File: config.mk
export PLATFORM = sky130hd
export DESIGN_NAME = date_time_offset_adder
export DESIGN_NICKNAME = d
export VERILOG_FILES = /design/src/sv/dto_pkg.sv /design/src/sv/dto_cdiv.sv /design/src/sv/dto_core.sv /design/src/sv/date_time_offset_adder.sv
export SDC_FILE = /design/constraint.sdc
export NUM_CORES = 1
export LEC_CHECK = 0
export ABC_AREA = 1
export ABC_CLOCK_PERIOD_IN_PS = 7000
export BUFFER_PORTS_ARGS = -buffer_cell sky130_fd_sc_hd__buf_4
export CORE_ASPECT_RATIO = 0.8
export CORE_MARGIN = 4
export CORE_UTILIZATION = 45
export CTS_BUF_LIST = sky130_fd_sc_hd__clkbuf_4
export CTS_CLUSTER_DIAMETER = 150
export DETAILED_ROUTE_END_ITERATION = 10
export PLACE_DENSITY = 0.59
export SLEW_MARGIN = 25
export SYNTH_ARGS = -nofsm -noshare
export SYNTH_HDL_FRONTEND = slang
export SYNTH_SLANG_ARGS = --single-unit
export TNS_END_PERCENT = 20
File: constraint.sdc
create_clock -name clk -period 7 [get_ports clk]
set_input_delay 0.7 -clock clk [delete_from_list [all_inputs] [get_ports clk]]
set_output_delay 0.7 -clock clk [all_outputs]
set_load 0.01 [all_outputs]
File: src/sv/dto_pkg.sv
// ----------------------------------------------------------------------------
// dto_pkg
// Shared types, constants and the month-length lookup for the date-time
// offset adder.
// ----------------------------------------------------------------------------
package dto_pkg;

  localparam int unsigned MAX_YEAR = 9999;

  localparam int unsigned YEAR_W   = 14;
  localparam int unsigned MONTH_W  = 4;
  localparam int unsigned DAY_W    = 5;
  localparam int unsigned HOUR_W   = 5;
  localparam int unsigned MIN_W    = 6;
  localparam int unsigned SEC_W    = 6;
  localparam int unsigned DELTA_W  = 15;

  // signed working width for every intermediate count
  localparam int unsigned ACC_W    = 17;

  // constant divider: unsigned dividend magnitude, quotient by reciprocal
  // multiply, then remainder by multiplying back, one step each
  localparam int unsigned DIV_W     = 16;
  localparam int unsigned DIV_CNT_W = 1;
  localparam int unsigned DIVSR_W   = 6;

  // ceil(2^22 / d), exact floor quotient for any 16-bit dividend
  localparam int unsigned RECIP_W   = 19;
  localparam int unsigned RECIP_SH  = 22;
  localparam logic [RECIP_W-1:0] RECIP_60 = 19'd69906;
  localparam logic [RECIP_W-1:0] RECIP_24 = 19'd174763;
  localparam logic [RECIP_W-1:0] RECIP_12 = 19'd349526;

  typedef logic signed [ACC_W-1:0] acc_t;

  localparam logic [YEAR_W-1:0] RESET_YEAR   = 14'd1960;
  localparam logic [YEAR_W-1:0] MAX_YEAR_VAL = YEAR_W'(MAX_YEAR);
  localparam acc_t              MAX_YEAR_ACC = acc_t'(MAX_YEAR);

  localparam logic [DIVSR_W-1:0] SEC_PER_MIN    = 6'd60;
  localparam logic [DIVSR_W-1:0] MIN_PER_HOUR   = 6'd60;
  localparam logic [DIVSR_W-1:0] HOUR_PER_DAY   = 6'd24;
  localparam logic [DIVSR_W-1:0] MONTH_PER_YEAR = 6'd12;

  localparam logic [MONTH_W-1:0] MONTH_JAN = 4'd1;
  localparam logic [MONTH_W-1:0] MONTH_FEB = 4'd2;
  localparam logic [MONTH_W-1:0] MONTH_DEC = 4'd12;

  localparam logic OP_ADD = 1'b0;
  localparam logic OP_SUB = 1'b1;

  localparam logic [DAY_W-1:0] MONTH_LEN [12] = '{
    5'd31, 5'd28, 5'd31, 5'd30, 5'd31, 5'd30,
    5'd31, 5'd31, 5'd30, 5'd31, 5'd30, 5'd31
  };

  typedef struct packed {
    logic                op;
    logic [YEAR_W-1:0]   delta_years;
    logic [11:0]         delta_months;
    logic [DELTA_W-1:0]  delta_days;
    logic [DELTA_W-1:0]  delta_hours;
    logic [DELTA_W-1:0]  delta_minutes;
    logic [DELTA_W-1:0]  delta_seconds;
  } in_item_t;

  typedef struct packed {
    logic [YEAR_W-1:0]  out_year;
    logic [MONTH_W-1:0] out_month;
    logic [DAY_W-1:0]   out_day;
    logic [HOUR_W-1:0]  out_hour;
    logic [MIN_W-1:0]   out_minute;
    logic [SEC_W-1:0]   out_second;
    logic               range_error;
  } out_item_t;

  typedef struct packed {
    logic               start;
    acc_t               arg;
    logic [DIVSR_W-1:0] divisor;
  } div_req_t;

  typedef struct packed {
    logic               done;
    acc_t               quo;
    logic [DIVSR_W-1:0] rem;
  } div_rsp_t;

  typedef struct packed {
    logic idle;
    logic res_valid;
  } core_stat_t;

  // february gets 29 days when the low two year bits are zero
  function automatic logic [DAY_W-1:0] days_of(input logic [MONTH_W-1:0] mo,
                                               input logic [1:0] ylo);
    logic [DAY_W-1:0] n;
    n = MONTH_LEN[0];
    if (mo >= MONTH_JAN && mo <= MONTH_DEC) begin
      n = MONTH_LEN[mo - MONTH_JAN];
    end
    if (mo == MONTH_FEB && ylo == 2'b00) begin
      n = n + DAY_W'(1);
    end
    return n;
  endfunction

endpackage

File: src/sv/dto_cdiv.sv
// ----------------------------------------------------------------------------
// dto_cdiv
// Shared divider by a small constant. Quotient by reciprocal multiplication,
// remainder by multiplying back, with floor correction for negative dividends.
// ----------------------------------------------------------------------------
module dto_cdiv (
  input  logic              clk,
  input  logic              rst_n,
  input  dto_pkg::div_req_t req,
  output dto_pkg::div_rsp_t rsp
);
  import dto_pkg::*;

  logic                 busy_r;
  logic                 done_r;
  logic [DIV_CNT_W-1:0] cnt_r;
  logic                 neg_r;
  logic [DIV_W-1:0]     mag_r;
  logic [DIV_W-1:0]     quo_r;
  logic [DIVSR_W-1:0]   rem_r;
  logic [DIVSR_W-1:0]   dvsr_r;

  logic [RECIP_W-1:0]         recip;
  logic [DIV_W+RECIP_W-1:0]   prod;
  logic [DIV_W+DIVSR_W-1:0]   back;
  logic [DIV_W-1:0]           diff;
  logic [DIV_W-1:0]           mag_in;
  acc_t                       quo_mag;
  logic                       load;

  assign load = req.start && !busy_r;

  always_comb begin
    case (dvsr_r)
      SEC_PER_MIN: begin
        // minutes per hour shares this divisor
        recip = RECIP_60;
      end
      HOUR_PER_DAY: begin
        recip = RECIP_24;
      end
      MONTH_PER_YEAR: begin
        recip = RECIP_12;
      end
      default: begin
        recip = RECIP_60;
      end
    endcase
    prod    = {{RECIP_W{1'b0}}, mag_r} * {{DIV_W{1'b0}}, recip};
    back    = {{DIVSR_W{1'b0}}, quo_r} * {{DIV_W{1'b0}}, dvsr_r};
    diff    = mag_r - back[DIV_W-1:0];
    mag_in  = req.arg[ACC_W-1] ? DIV_W'(-req.arg) : DIV_W'(req.arg);
    quo_mag = $signed({1'b0, quo_r});
  end

  always_ff @(posedge clk) begin
    if (!rst_n) begin
      busy_r <= 1'b0;
      done_r <= 1'b0;
      cnt_r  <= '0;
    end else begin
      done_r <= busy_r && (cnt_r == '0);
      if (load) begin
        busy_r <= 1'b1;
        cnt_r  <= DIV_CNT_W'(1);
      end else if (busy_r) begin
        cnt_r <= cnt_r - 1'b1;
        if (cnt_r == '0) begin
          busy_r <= 1'b0;
        end
      end
    end
  end

  // first step forms the quotient, second the remainder
  always_ff @(posedge clk) begin
    if (load) begin
      neg_r  <= req.arg[ACC_W-1];
      mag_r  <= mag_in;
      dvsr_r <= req.divisor;
    end else if (busy_r) begin
      if (cnt_r != '0) begin
        quo_r <= DIV_W'(prod[DIV_W+RECIP_W-1:RECIP_SH]);
      end else begin
        rem_r <= diff[DIVSR_W-1:0];
      end
    end
  end

  // floor quotient, remainder always in 0..divisor-1
  always_comb begin
    rsp.done = done_r;
    if (!neg_r) begin
      rsp.quo = quo_mag;
      rsp.rem = rem_r;
    end else if (rem_r == '0) begin
      rsp.quo = -quo_mag;
      rsp.rem = '0;
    end else begin
      rsp.quo = -quo_mag - acc_t'(1);
      rsp.rem = dvsr_r - rem_r;
    end
  end

endmodule

File: src/sv/dto_core.sv
// ----------------------------------------------------------------------------
// dto_core
// Sequencer and calendar state: time carries through the shared divider,
// then a month-by-month day walk, then the month/year step and saturation.
// ----------------------------------------------------------------------------
module dto_core (
  input  logic                clk,
  input  logic                rst_n,
  input  logic                req_take,
  input  dto_pkg::in_item_t   req_data,
  input  logic                res_take,
  output dto_pkg::core_stat_t stat,
  output dto_pkg::out_item_t  res_data
);
  import dto_pkg::*;

  typedef enum logic [6:0] {
    ST_IDLE = 7'b0000001,
    ST_SEC  = 7'b0000010,
    ST_MIN  = 7'b0000100,
    ST_HOUR = 7'b0001000,
    ST_WALK = 7'b0010000,
    ST_MON  = 7'b0100000,
    ST_DONE = 7'b1000000
  } state_t;

  state_t               state_r;

  logic [YEAR_W-1:0]    cur_year_r;
  logic [MONTH_W-1:0]   cur_month_r;
  logic [DAY_W-1:0]     cur_day_r;
  logic [HOUR_W-1:0]    cur_hour_r;
  logic [MIN_W-1:0]     cur_min_r;
  logic [SEC_W-1:0]     cur_sec_r;

  logic                 op_r;
  logic [YEAR_W-1:0]    dy_r;
  logic [11:0]          dm_r;
  logic [DELTA_W-1:0]   dd_r;
  logic [DELTA_W-1:0]   dh_r;
  logic [DELTA_W-1:0]   dmi_r;

  acc_t                 y_r;
  logic [MONTH_W-1:0]   mo_r;
  acc_t                 d_r;
  logic [HOUR_W-1:0]    h_r;
  logic [MIN_W-1:0]     mi_r;
  logic [SEC_W-1:0]     s_r;

  div_req_t             div_req;
  div_rsp_t             div_rsp;

  logic [MONTH_W-1:0]   mo_dec;
  acc_t                 y_dec;
  logic [DAY_W-1:0]     days_dec;
  logic [DAY_W-1:0]     days_cur;
  logic                 d_low;
  logic                 d_high;
  logic                 y_neg;
  logic                 y_over;
  logic [YEAR_W-1:0]    sat_year;

  function automatic acc_t apply_delta(input acc_t base, input logic [DELTA_W-1:0] delta,
                                       input logic op);
    acc_t dx;
    dx = $signed({{(ACC_W-DELTA_W){1'b0}}, delta});
    return (op == OP_SUB) ? base - dx : base + dx;
  endfunction

  dto_cdiv u_cdiv (
    .clk (clk),
    .rst_n (rst_n),
    .req (div_req),
    .rsp (div_rsp)
  );

  // day walk helpers
  always_comb begin
    mo_dec   = (mo_r == MONTH_JAN) ? MONTH_DEC : mo_r - MONTH_W'(1);
    y_dec    = (mo_r == MONTH_JAN) ? y_r - acc_t'(1) : y_r;
    days_dec = days_of(mo_dec, y_dec[1:0]);
    days_cur = days_of(mo_r, y_r[1:0]);
    d_low    = d_r[ACC_W-1] || (d_r == '0);
    d_high   = d_r > $signed({{(ACC_W-DAY_W){1'b0}}, days_cur});
  end

  always_comb begin
    div_req.start   = 1'b0;
    div_req.arg     = '0;
    div_req.divisor = SEC_PER_MIN;
    case (state_r)
      ST_IDLE: begin
        div_req.start = req_take;
        div_req.arg   = apply_delta($signed({{(ACC_W-SEC_W){1'b0}}, cur_sec_r}),
                                    req_data.delta_seconds, req_data.op);
      end
      ST_SEC: begin
        div_req.start   = div_rsp.done;
        div_req.arg     = apply_delta($signed({{(ACC_W-MIN_W){1'b0}}, cur_min_r}),
                                      dmi_r, op_r) + div_rsp.quo;
        div_req.divisor = MIN_PER_HOUR;
      end
      ST_MIN: begin
        div_req.start   = div_rsp.done;
        div_req.arg     = apply_delta($signed({{(ACC_W-HOUR_W){1'b0}}, cur_hour_r}),
                                      dh_r, op_r) + div_rsp.quo;
        div_req.divisor = HOUR_PER_DAY;
      end
      ST_WALK: begin
        div_req.start   = !d_low && !d_high;
        div_req.arg     = apply_delta($signed({{(ACC_W-MONTH_W){1'b0}}, mo_r}) - acc_t'(1),
                                      {3'b000, dm_r}, op_r);
        div_req.divisor = MONTH_PER_YEAR;
      end
      default: begin
        div_req.start = 1'b0;
      end
    endcase
  end

  // year saturation
  always_comb begin
    y_neg    = y_r[ACC_W-1];
    y_over   = !y_neg && (y_r > MAX_YEAR_ACC);
    sat_year = y_neg ? '0 : (y_over ? MAX_YEAR_VAL : y_r[YEAR_W-1:0]);
  end

  always_comb begin
    res_data.out_year    = sat_year;
    res_data.out_month   = mo_r;
    res_data.out_day     = d_r[DAY_W-1:0];
    res_data.out_hour    = h_r;
    res_data.out_minute  = mi_r;
    res_data.out_second  = s_r;
    res_data.range_error = y_neg || y_over;
    stat.idle            = (state_r == ST_IDLE);
    stat.res_valid       = (state_r == ST_DONE);
  end

  always_ff @(posedge clk) begin
    if (!rst_n) begin
      state_r     <= ST_IDLE;
      cur_year_r  <= RESET_YEAR;
      cur_month_r <= MONTH_JAN;
      cur_day_r   <= DAY_W'(1);
      cur_hour_r  <= '0;
      cur_min_r   <= '0;
      cur_sec_r   <= '0;
    end else begin
      case (state_r)
        ST_IDLE: begin
          if (req_take) begin
            state_r <= ST_SEC;
          end
        end
        ST_SEC: begin
          if (div_rsp.done) begin
            state_r <= ST_MIN;
          end
        end
        ST_MIN: begin
          if (div_rsp.done) begin
            state_r <= ST_HOUR;
          end
        end
        ST_HOUR: begin
          if (div_rsp.done) begin
            state_r <= ST_WALK;
          end
        end
        ST_WALK: begin
          if (!d_low && !d_high) begin
            state_r <= ST_MON;
          end
        end
        ST_MON: begin
          if (div_rsp.done) begin
            state_r <= ST_DONE;
          end
        end
        ST_DONE: begin
          if (res_take) begin
            state_r     <= ST_IDLE;
            cur_year_r  <= sat_year;
            cur_month_r <= mo_r;
            cur_day_r   <= d_r[DAY_W-1:0];
            cur_hour_r  <= h_r;
            cur_min_r   <= mi_r;
            cur_sec_r   <= s_r;
          end
        end
        default: begin
          state_r <= ST_IDLE;
        end
      endcase
    end
  end

  // working registers
  always_ff @(posedge clk) begin
    case (state_r)
      ST_IDLE: begin
        if (req_take) begin
          op_r  <= req_data.op;
          dy_r  <= req_data.delta_years;
          dm_r  <= req_data.delta_months;
          dd_r  <= req_data.delta_days;
          dh_r  <= req_data.delta_hours;
          dmi_r <= req_data.delta_minutes;
          y_r   <= $signed({{(ACC_W-YEAR_W){1'b0}}, cur_year_r});
          mo_r  <= (cur_month_r >= MONTH_JAN && cur_month_r <= MONTH_DEC) ?
                   cur_month_r : MONTH_JAN;
        end
      end
      ST_SEC: begin
        if (div_rsp.done) begin
          s_r <= div_rsp.rem;
        end
      end
      ST_MIN: begin
        if (div_rsp.done) begin
          mi_r <= div_rsp.rem;
        end
      end
      ST_HOUR: begin
        if (div_rsp.done) begin
          h_r <= div_rsp.rem[HOUR_W-1:0];
          d_r <= apply_delta($signed({{(ACC_W-DAY_W){1'b0}}, cur_day_r}), dd_r, op_r)
                 + div_rsp.quo;
        end
      end
      ST_WALK: begin
        if (d_low) begin
          // borrow the previous month
          mo_r <= mo_dec;
          y_r  <= y_dec;
          d_r  <= d_r + $signed({{(ACC_W-DAY_W){1'b0}}, days_dec});
        end else if (d_high) begin
          d_r <= d_r - $signed({{(ACC_W-DAY_W){1'b0}}, days_cur});
          if (mo_r == MONTH_DEC) begin
            mo_r <= MONTH_JAN;
            y_r  <= y_r + acc_t'(1);
          end else begin
            mo_r <= mo_r + MONTH_W'(1);
          end
        end else begin
          y_r <= apply_delta(y_r, {1'b0, dy_r}, op_r);
        end
      end
      ST_MON: begin
        if (div_rsp.done) begin
          mo_r <= div_rsp.rem[MONTH_W-1:0] + MONTH_JAN;
          y_r  <= y_r + div_rsp.quo;
        end
      end
      default: begin
      end
    endcase
  end

endmodule

File: src/sv/date_time_offset_adder.sv
// ----------------------------------------------------------------------------
// date_time_offset_adder
// Sequence: divider passes for seconds, minutes and hours, then a
//   month-by-month day walk (up to about 1125 months crossed), then a
//   divider pass for months with the year step: four divider passes in all.
// Throughput: one request at a time; in_stall stays high until the core is idle.
// A finished result sits in the output register while the next request runs.
// Reset (rst_n low, synchronous) sets the date-time to 1960-01-01 00:00:00.
// ----------------------------------------------------------------------------
module date_time_offset_adder (
  input  logic               clk,
  input  logic               rst_n,
  input  logic               in_valid,
  output logic               in_stall,
  input  dto_pkg::in_item_t  in_data,
  output logic               out_valid,
  input  logic               out_stall,
  output dto_pkg::out_item_t out_data
);
  import dto_pkg::*;

  core_stat_t stat;
  out_item_t  res_data;
  logic       req_take;
  logic       out_free;
  logic       out_valid_r;
  out_item_t  out_data_r;

  assign in_stall = !stat.idle;
  assign req_take = in_valid && stat.idle;
  assign out_free = !out_valid_r || !out_stall;

  dto_core u_core (
    .clk      (clk),
    .rst_n    (rst_n),
    .req_take (req_take),
    .req_data (in_data),
    .res_take (out_free),
    .stat     (stat),
    .res_data (res_data)
  );

  always_ff @(posedge clk) begin
    if (!rst_n) begin
      out_valid_r <= 1'b0;
    end else if (stat.res_valid && out_free) begin
      out_valid_r <= 1'b1;
    end else if (!out_stall) begin
      out_valid_r <= 1'b0;
    end
  end

  always_ff @(posedge clk) begin
    if (stat.res_valid && out_free) begin
      out_data_r <= res_data;
    end
  end

  assign out_valid = out_valid_r;
  assign out_data  = out_data_r;

endmodule

==> metrics.md, run 1 <==
| Metric | Value |
|---|---|
| CTS tree | `yes` |
| Area added between synthesis and finish | `12.6%` |
| Global-route wire length before repair | `136 mm` |
| Post-Syn Area per Cell | `7.46 um^2` |
| Static leakage | `15.7 nW` |
| Worst-Skew Late Latency | `0.85 ns` |
| Wire length per cell | `17.7 um` |
| Mapped Nets | `4,292` |
| Clock Sinks | `258` |
| Vias in the first global route | `23,700` |
| Crit path time final | `6.53 ns` |
| Period utilization | `0.934` |
| Final setup TNS | `0 ns` |
| Initial Util | `0.457` |
| Max-slew headroom | `0.321` |
| Unrepaired setup endpoints after global routing | `false` |
| Gr ovfl total | `0` |
| Worst EP required | `7.54 ns` |
| TritonCTS buffer count | `74` |
| Global Route Usage Sum | `0.261` |
| Die area | `66,500 um^2` |
| Worst setup EP type | `flip-flop` |
| Final wirelength | `86.6 mm` |
| Dpl ws | `0.477 ns` |
| Synth cell types | `65` |
| Pre-Repair DR Iteration Count | `6` |
| Top FF cell, synth | `edfxtp_1` |
| DR iter-0 viols | `2,441` |
| Number of synthesized flops with an enable pin | `207` |
| Peak Freq | `153 MHz` |
| Via count | `25,500` |
| Final slew viol count | `0` |
| FF+latch count, synth | `258` |
| Most common cell after layout, fill and taps aside | `nand2_1` |
| Ys async rst share | `0` |
| Power Density | `377 nW/um^2` |
| Final hold violation count | `0` |
| Share of cells above drive strength 1 | `0.0959` |
| Worst hold path class | `input pin to flip-flop` |
| Clock Root Buffer | `clkbuf_4` |
| Reg clk slew, reported paths | `0.07 ns` |
| Synth warn | `0` |
| Syn Inst Count | `3,767` |
| Vias per inst | `5.21` |
| Core area | `61,500 um^2` |
| DRC viols | `0` |
| Final setup viols | `0` |
| Initial antenna violation count | `2` |
| IR drop worst, VDD | `0.387 mV` |
| Post-route ant nets | `0` |
| Sequential-to-total area share from yosys stat | `0.258` |
| Crit-path max FO | `32` |
| Critical Setup Path Class | `flip-flop to flip-flop` |
| Commonest cells after routing, fill and taps aside | `nand2_1 (887), inv_1 (646), nor2_1 (315)` |
| Worst clock skew | `0.0541 ns` |
| Final HPWL DP | `69.2 mm` |
| Placer Congestion | `0.957` |
| Nature of the critical path startpoint | `flip-flop` |
| Largest net degree at the start of global routing | `73` |
| Die height | `232 um` |
| # Max-Cap Violations | `0` |
| Final worst slack | `0.465 ns` |
| IO Pins | `134` |
| H-tree depth | `3` |
| Rows | `81` |
| FF-to-FF setup slack | `0.47 ns` |
| Deepest clock path buffer count | `3` |
| Horiz. Die Dim | `287 um` |
| Critical path data arrival time | `7.08 ns` |
| Setup bufs post-CTS | `0` |
| Tightest Pin Transition | `1.01 ns` |
| Synthesized area | `28,100 um^2` |
| IO Port Bufs | `133` |
| Status | `finished, final reports clean` |
| Fin nets | `4,526` |
==> cells by family (layout without fill, tap and decap cells) <==
logic type                 after synthesis  in the layout  synth area share
buffers and inverters                  735           1024             0.101
muxes                                    2              2          0.000712
and+or+nand+nor                       1671           1671             0.258
other                                    0              4                 0
DFF                                    258            258             0.258
adders and majority gates              434            434             0.239
AOI/OAI and AO/OA                      561            561             0.111
xor gates and xnor gates               106            106            0.0330
==> worst max-delay path, stage by stage, from the launching register on <==
cell and delay (ns):
edfxtp_1 0.47, inv_1 0.13, nand3_2 0.07, buf_4 0.24, nor2_1 0.41, fa_1 0.53, inv_1 0.11, fa_1 0.47
fa_1 0.57, inv_1 0.05, fa_1 0.47, inv_1 0.06, fa_1 0.54, inv_1 0.06, fa_1 0.49, ha_1 0.36
a21oi_1 0.24, o21a_1 0.19, o21ai_0 0.09, a21oi_1 0.12, o21ai_0 0.19, nand2_1 0.11, o211ai_1 0.10, xor2_1 0.16
==> layout make-up <==
class / count / area (um^2)
multi-input combinational: 2774 / 18000
tap: 830 / 1040
timing repair buffer: 227 / 1860
clock buffer: 104 / 781
clock inverter: 27 / 186
sequential: 258 / 7240
fill: 6153 / 29900
inverter: 666 / 2500
antenna: 4 / 10.0
==> metal layers <==
metal  global-route usage  wire, um  share of wire  vias up
met2                0.364     34100           0.39      899
met1                0.411     43400           0.50    11700
met4               0.0535      1560          0.018        0
met5                    0         0              0        -
met3               0.0559      7630          0.088      109
li1                     -         -              -    12800
==> cells in the mapped netlist (23+ instances only) <==
master	n	area share
a21oi_1	249	0.044
clkbuf_1	39	0.0052
dfxtp_1	51	0.036
edfxtp_1	207	0.22
fa_1	171	0.12
ha_1	263	0.12
inv_1	647	0.086
nand2_1	887	0.12
nand3_1	248	0.044
nand3b_1	26	0.0069
nand4_1	43	0.0096
nor2_1	319	0.043
nor3_1	52	0.0093
o21ai_0	186	0.033
or2_2	23	0.0051
xnor2_1	31	0.0097
xor2_1	75	0.023
==> what timing repair did <==
item / CTS / global route
hold endpoints to repair: 62 / 0
endpoints found under the setup margin: 0 / 1
hold buffers: 62 / 0
resized for setup: 0 / 4
==> final timing paths <==
| check | from | end | cells past startpoint |
|---|---|---|---|
| worst max register to register | u_core.u_cdiv.dvsr_r[2] | u_core.u_cdiv.quo_r[12] | 23 |
| worst max-delay path | u_core.u_cdiv.dvsr_r[2] | u_core.u_cdiv.quo_r[12] | 23 |
| worst min-delay path | in_data[63] | u_core.dm_r[3] | 1 |
| worst min register to register | u_core.mi_r[1] | out_data[8] | 0 |
==> metrics by stage <==
step           cells   util  hold WS (ns)  instance area [um^2]  power (mW)
2_1_floorplan   3767      -         0.427                 28100        8.11
3_3_place_gp    4693  0.488         0.434                 30000        10.3
3_5_place_dp    4693  0.488         0.452                 30000        10.3
4_1_cts         4886  0.514       0.00102                 31600        11.9
5_1_grt         4890  0.515       -0.0103                 31700        13.2
6_report        4890  0.515        0.0741                 31700        11.9
==> where the power goes <==
part	leakage (nW)	internal (mW)	switching, mW	total, mW
clock network	0.573	0.769	0.745	1.51
registers	2.30	2.04	0.251	2.29
logic	12.8	2.87	5.26	8.13
total	15.7	5.68	6.25	11.9
==> sequential cells by signal, indices dropped and copies added, names as in the netlist, 7 cells and up <==
| register | cells |
|---|---|
| out_data | 41 |
| u_core.d_r | 17 |
| u_core.y_r | 17 |
| u_core.u_cdiv.mag_r | 16 |
| u_core.dd_r | 15 |
| u_core.dh_r | 15 |
| u_core.dmi_r | 15 |
| u_core.cur_year_r | 14 |
| u_core.dy_r | 14 |
| u_core.u_cdiv.quo_r | 13 |
| u_core.dm_r | 12 |
| u_core.state_r | 7 |
No activity file was read; power rests on OpenSTA's default activity.
==> run 2: changes to the inputs <==
--- a/config.mk
+++ b/config.mk
@@ -5,7 +5,7 @@
 export SDC_FILE = /design/constraint.sdc
 export NUM_CORES = 1
 export LEC_CHECK = 0
-export ABC_AREA = 1
+export ABC_AREA = 0
 export ABC_CLOCK_PERIOD_IN_PS = 7000
 export BUFFER_PORTS_ARGS = -buffer_cell sky130_fd_sc_hd__buf_4
 export CORE_ASPECT_RATIO = 0.8
@@ -14,7 +14,8 @@
 export CTS_BUF_LIST = sky130_fd_sc_hd__clkbuf_4
 export CTS_CLUSTER_DIAMETER = 150
 export DETAILED_ROUTE_END_ITERATION = 10
-export PLACE_DENSITY = 0.59
+export GPL_TIMING_DRIVEN = 0
+export PLACE_DENSITY = 0.6
 export SLEW_MARGIN = 25
 export SYNTH_ARGS = -nofsm -noshare
 export SYNTH_HDL_FRONTEND = slang
==> metrics.md, run 2 <==
| Metric | Value |
|---|---|
| # Max-Cap Violations | `0 (unchanged)` |
| Critical R2R Capture | `u_core.u_cdiv.quo_r[11]` |
| Count leader, synth | `inv_1` |
| Horiz. Die Dim | `275 um (-4.4%)` |
| Crit path time final | `7.17 ns (+0.639 ns)` |
| Final wirelength | `79.4 mm (-8.4%)` |
| DR iter-0 viols | `1,993 (-18%)` |
| Clock Root Buffer | `clkbuf_4` |
| TritonCTS buffer count | `71 (-4.1%)` |
| Top FF cell, synth | `edfxtp_1` |
| Rows | `77 (-4.9%)` |
| Synthesized area | `25,600 um^2 (-8.9%)` |
| Compound-Gate Fraction of Synth Area | `0.151 (+0.0400)` |
| Unrepaired setup endpoints after global routing | `true` |
| Synth warn | `0 (unchanged)` |
| Synth area leaders | `edfxtp_1 (24%), fa_1 (13%), ha_1 (13%), xnor2_1 (5.4%), inv_1 (4.6%)` |
| Largest family of logic cells by synthesized area | `adder cells` |
| Final slew viol count | `0 (unchanged)` |
| Gr ovfl total | `0 (unchanged)` |
| Adder-Cell Fraction of Synth Area | `0.262 (+0.0234)` |
| Finished Layout Cells | `3,851 (-21%)` |
| Yosys top cell by area | `edfxtp_1` |
| XOR/XNOR Fraction of Synth Area | `0.0825 (+0.0494)` |
| Static leakage | `12.8 nW (-18%)` |
| Final worst slack | `-0.173 ns (-0.639 ns)` |
| Final Power | `7.29 mW (-39%)` |
| IO Port Bufs | `132 (-0.75%)` |
| Vias in the first global route | `21,200 (-11%)` |
| Initial antenna violation count | `2 (unchanged)` |
| Status | `complete, but fails checks` |
| Core area | `55,800 um^2 (-9.3%)` |
| Core Util, Final | `0.531 (+0.0165)` |
| Max-slew headroom | `0.212 (-0.109)` |
| FF-to-FF setup slack | `-0.17 ns (-0.64 ns)` |
| Global-route wire length before repair | `121 mm (-11%)` |
| Most common cell after layout, fill and taps aside | `inv_1` |
| Post-Syn Area per Cell | `9.26 um^2 (+24%)` |
| DRC viols | `0 (unchanged)` |
| Tightest Pin Transition | `1.17 ns (+0.159 ns)` |
| Number of synthesized flops with an enable pin | `207 (unchanged)` |
| Wire length per cell | `20.6 um (+16%)` |
| Dpl ws | `-1.52 ns (-1.99 ns)` |
| Flip-flop count of the largest register after layout | `41 (unchanged)` |
| Power Density | `246 nW/um^2 (-35%)` |
| Hold-critical path depth | `1 (unchanged)` |
| FF+latch count, synth | `258 (unchanged)` |
| Simple-Gate Fraction of Synth Area | `0.154 (-0.104)` |
| Clock Sinks | `258 (unchanged)` |
| Worst R2R Start | `u_core.u_cdiv.dvsr_r[2]` |
| Multiplexer area fraction after synthesis | `0.00733 (+0.00662)` |
| Top post-synthesis cells by count | `inv_1 (316), ha_1 (263), nand2_1 (220), nor2_1 (216), edfxtp_1 (207)` |
| Via count | `21,700 (-15%)` |
| Sequential Area | `7240 um^2 (unchanged)` |
| Vias per inst | `5.64 (+8.1%)` |
| Global Route Usage Sum | `0.256 (-0.00496)` |
| Commonest cells after routing, fill and taps aside | `inv_1 (296), ha_1 (256), nand2_1 (216)` |
| Worst-Skew Late Latency | `0.81 ns (-0.04 ns)` |
| Peak Freq | `139 MHz (-8.9%)` |
| Placed cells | `3,650 (-22%)` |
| Post-route ant nets | `0 (unchanged)` |
| IO Pins | `134 (unchanged)` |
| Final hold violation count | `0 (unchanged)` |
| Area of the multi-input gates | `17,300 um^2 (-4.3%)` |
| Mapped Nets | `3,288 (-23%)` |
| CTS tree | `yes` |
| R2R depth | `26 (+13%)` |
| WHS Endpoint | `u_core.dy_r[0]` |
| Placer Congestion | `0.960 (+0.36%)` |
| Synth cell types | `86 (+32%)` |
| H-tree depth | `3 (unchanged)` |
| Worst setup EP type | `flip-flop` |
| Failing checks | `setup timing` |
| Die area | `60,800 um^2 (-8.6%)` |
| Ys async rst share | `0 (unchanged)` |
| Area added between synthesis and finish | `15.7%` |
| Deepest clock path buffer count | `3 (unchanged)` |
| IR drop worst, VDD | `0.425 mV (+9.8%)` |
| Reg clk slew, reported paths | `0.07 ns (about the same)` |
| Initial Util | `0.459 (+0.00204)` |
| Critical path data arrival time | `7.69 ns (+0.61 ns)` |
| Worst hold path class | `input pin to flip-flop` |
| Final setup viols | `4 (+4)` |
| Syn Inst Count | `2,763 (-27%)` |
| Die height | `221 um (-4.4%)` |
| FILL cells | `5,063 (-18%)` |
| Final HPWL DP | `63.2 mm (-8.8%)` |
| Nature of the critical path startpoint | `flip-flop` |
| Worst clock skew | `0.0833 ns (+0.0292 ns)` |
| Period utilization | `1.02 (+0.0912)` |
| Critical Setup Path Class | `flip-flop to flip-flop` |
| Share of cells above drive strength 1 | `0.156 (+0.0604)` |
| Fin nets | `3,567 (-21%)` |
| Largest net degree at the start of global routing | `47 (-36%)` |
| Hold path start | `in_data[72]` |
| Worst EP required | `7.52 ns (-0.02 ns)` |
| Sequential-to-total area share from yosys stat | `0.283 (+0.0252)` |
| Pre-Repair DR Iteration Count | `7 (+1)` |
| Crit-path max FO | `6 (-81%)` |
| Synth top area share | `0.243 (+0.0217)` |
-- run 2: repair_timing --
| action | 4_1_cts | 5_1_grt |
|---|---|---|
| hold buffers | 2 | 0 |
| cloned | 3 | 0 |
| endpoints found under the setup margin | 24 | 17 |
| endpoints found under the hold margin | 2 | 0 |
| resized for setup | 104 | 63 |
| buffers inserted | 42 | 27 |
| pin swaps | 67 | 51 |
-- run 2: power breakdown --
group,switching [mW],internal (mW),total [mW]
clock,0.705,0.767,1.47
combinational,2.17,1.68,3.85
sequential,0.115,1.84,1.96
-- run 2: critical path, stage by stage, from the launching register on --
cell and delay [ns]:
edfxtp_1 0.43, buf_4 0.17, nor3b_4 0.19, buf_6 0.16, buf_8 0.13, and2_4 0.18
fa_1 0.46, buf_6 0.15, fa_1 0.55, inv_1 0.07, fa_1 0.48, fa_1 0.53
fa_1 0.53, inv_1 0.06, fa_1 0.46, ha_1 0.32, a21o_1 0.16, a21o_1 0.17
a221o_2 0.40, a221o_1 0.37, o21ai_2 0.17, nand2_2 0.09, a41o_4 0.24, buf_6 0.12
nor2_4 0.10, o21bai_1 0.10, xor2_1 0.16
-- run 2: per-layer routing --
layer | track usage | share of wire | vias to the layer above
li1 | - | - | 10200
met1 | 0.378 | 0.45 | 10400
met2 | 0.378 | 0.43 | 912
met3 | 0.0634 | 0.10 | 127
met4 | 0.0637 | 0.023 | 0
met5 | 0 | 0 | -
-- run 2: stage by stage --
stage	hold WS (ns)	instance area, um^2	setup TNS (ns)
floorplan	0.424	25600	0
global placement	0.454	27500	-28.18
detailed placement	0.460	27700	-19.27
CTS	0.00221	29300	-0.301
global route	0.00812	29600	-1.36
finish	0.0842	29600	-0.399
-- run 2: how the worst max path moves through the flow --
| stage | startpoint | to | slack [ns] |
|---|---|---|---|
| 4_1_cts | u_core.u_cdiv.dvsr_r[5] | u_core.u_cdiv.quo_r[12] | -0.14 |
| 6_report | u_core.u_cdiv.dvsr_r[2] | u_core.u_cdiv.quo_r[11] | -0.17 |
| 3_5_place_dp | u_core.u_cdiv.dvsr_r[2] | u_core.u_cdiv.quo_r[12] | -1.52 |
| 5_1_grt | u_core.u_cdiv.dvsr_r[5] | u_core.u_cdiv.quo_r[11] | -0.31 |
| 2_1_floorplan | u_core.u_cdiv.dvsr_r[5] | u_core.u_cdiv.quo_r[12] | 0.009 |
| 3_3_place_gp | u_core.u_cdiv.dvsr_r[2] | u_core.u_cdiv.quo_r[12] | -1.87 |
-- run 2: cell type report --
cell class,count,share of cell area
timing repair buffer,210,0.0568
sequential,258,0.244
buffer,77,0.0118
clock buffer,98,0.0248
inverter,318,0.0403
antenna,4,0.000338
clock inverter,30,0.00714
multi-input combinational,2106,0.583
tap,750,0.0317
-- run 2: cell families (layout without fill, tap and decap cells) --
| kind of cell | after synthesis | in the layout |
|---|---|---|
| simple gates | 815 | 815 |
| compound gates | 599 | 599 |
| fa+ha+maj | 434 | 434 |
| buf+inv | 399 | 733 |
| flops | 258 | 258 |
| xor+xnor | 241 | 241 |
| mux | 17 | 17 |
| other cells | 0 | 4 |
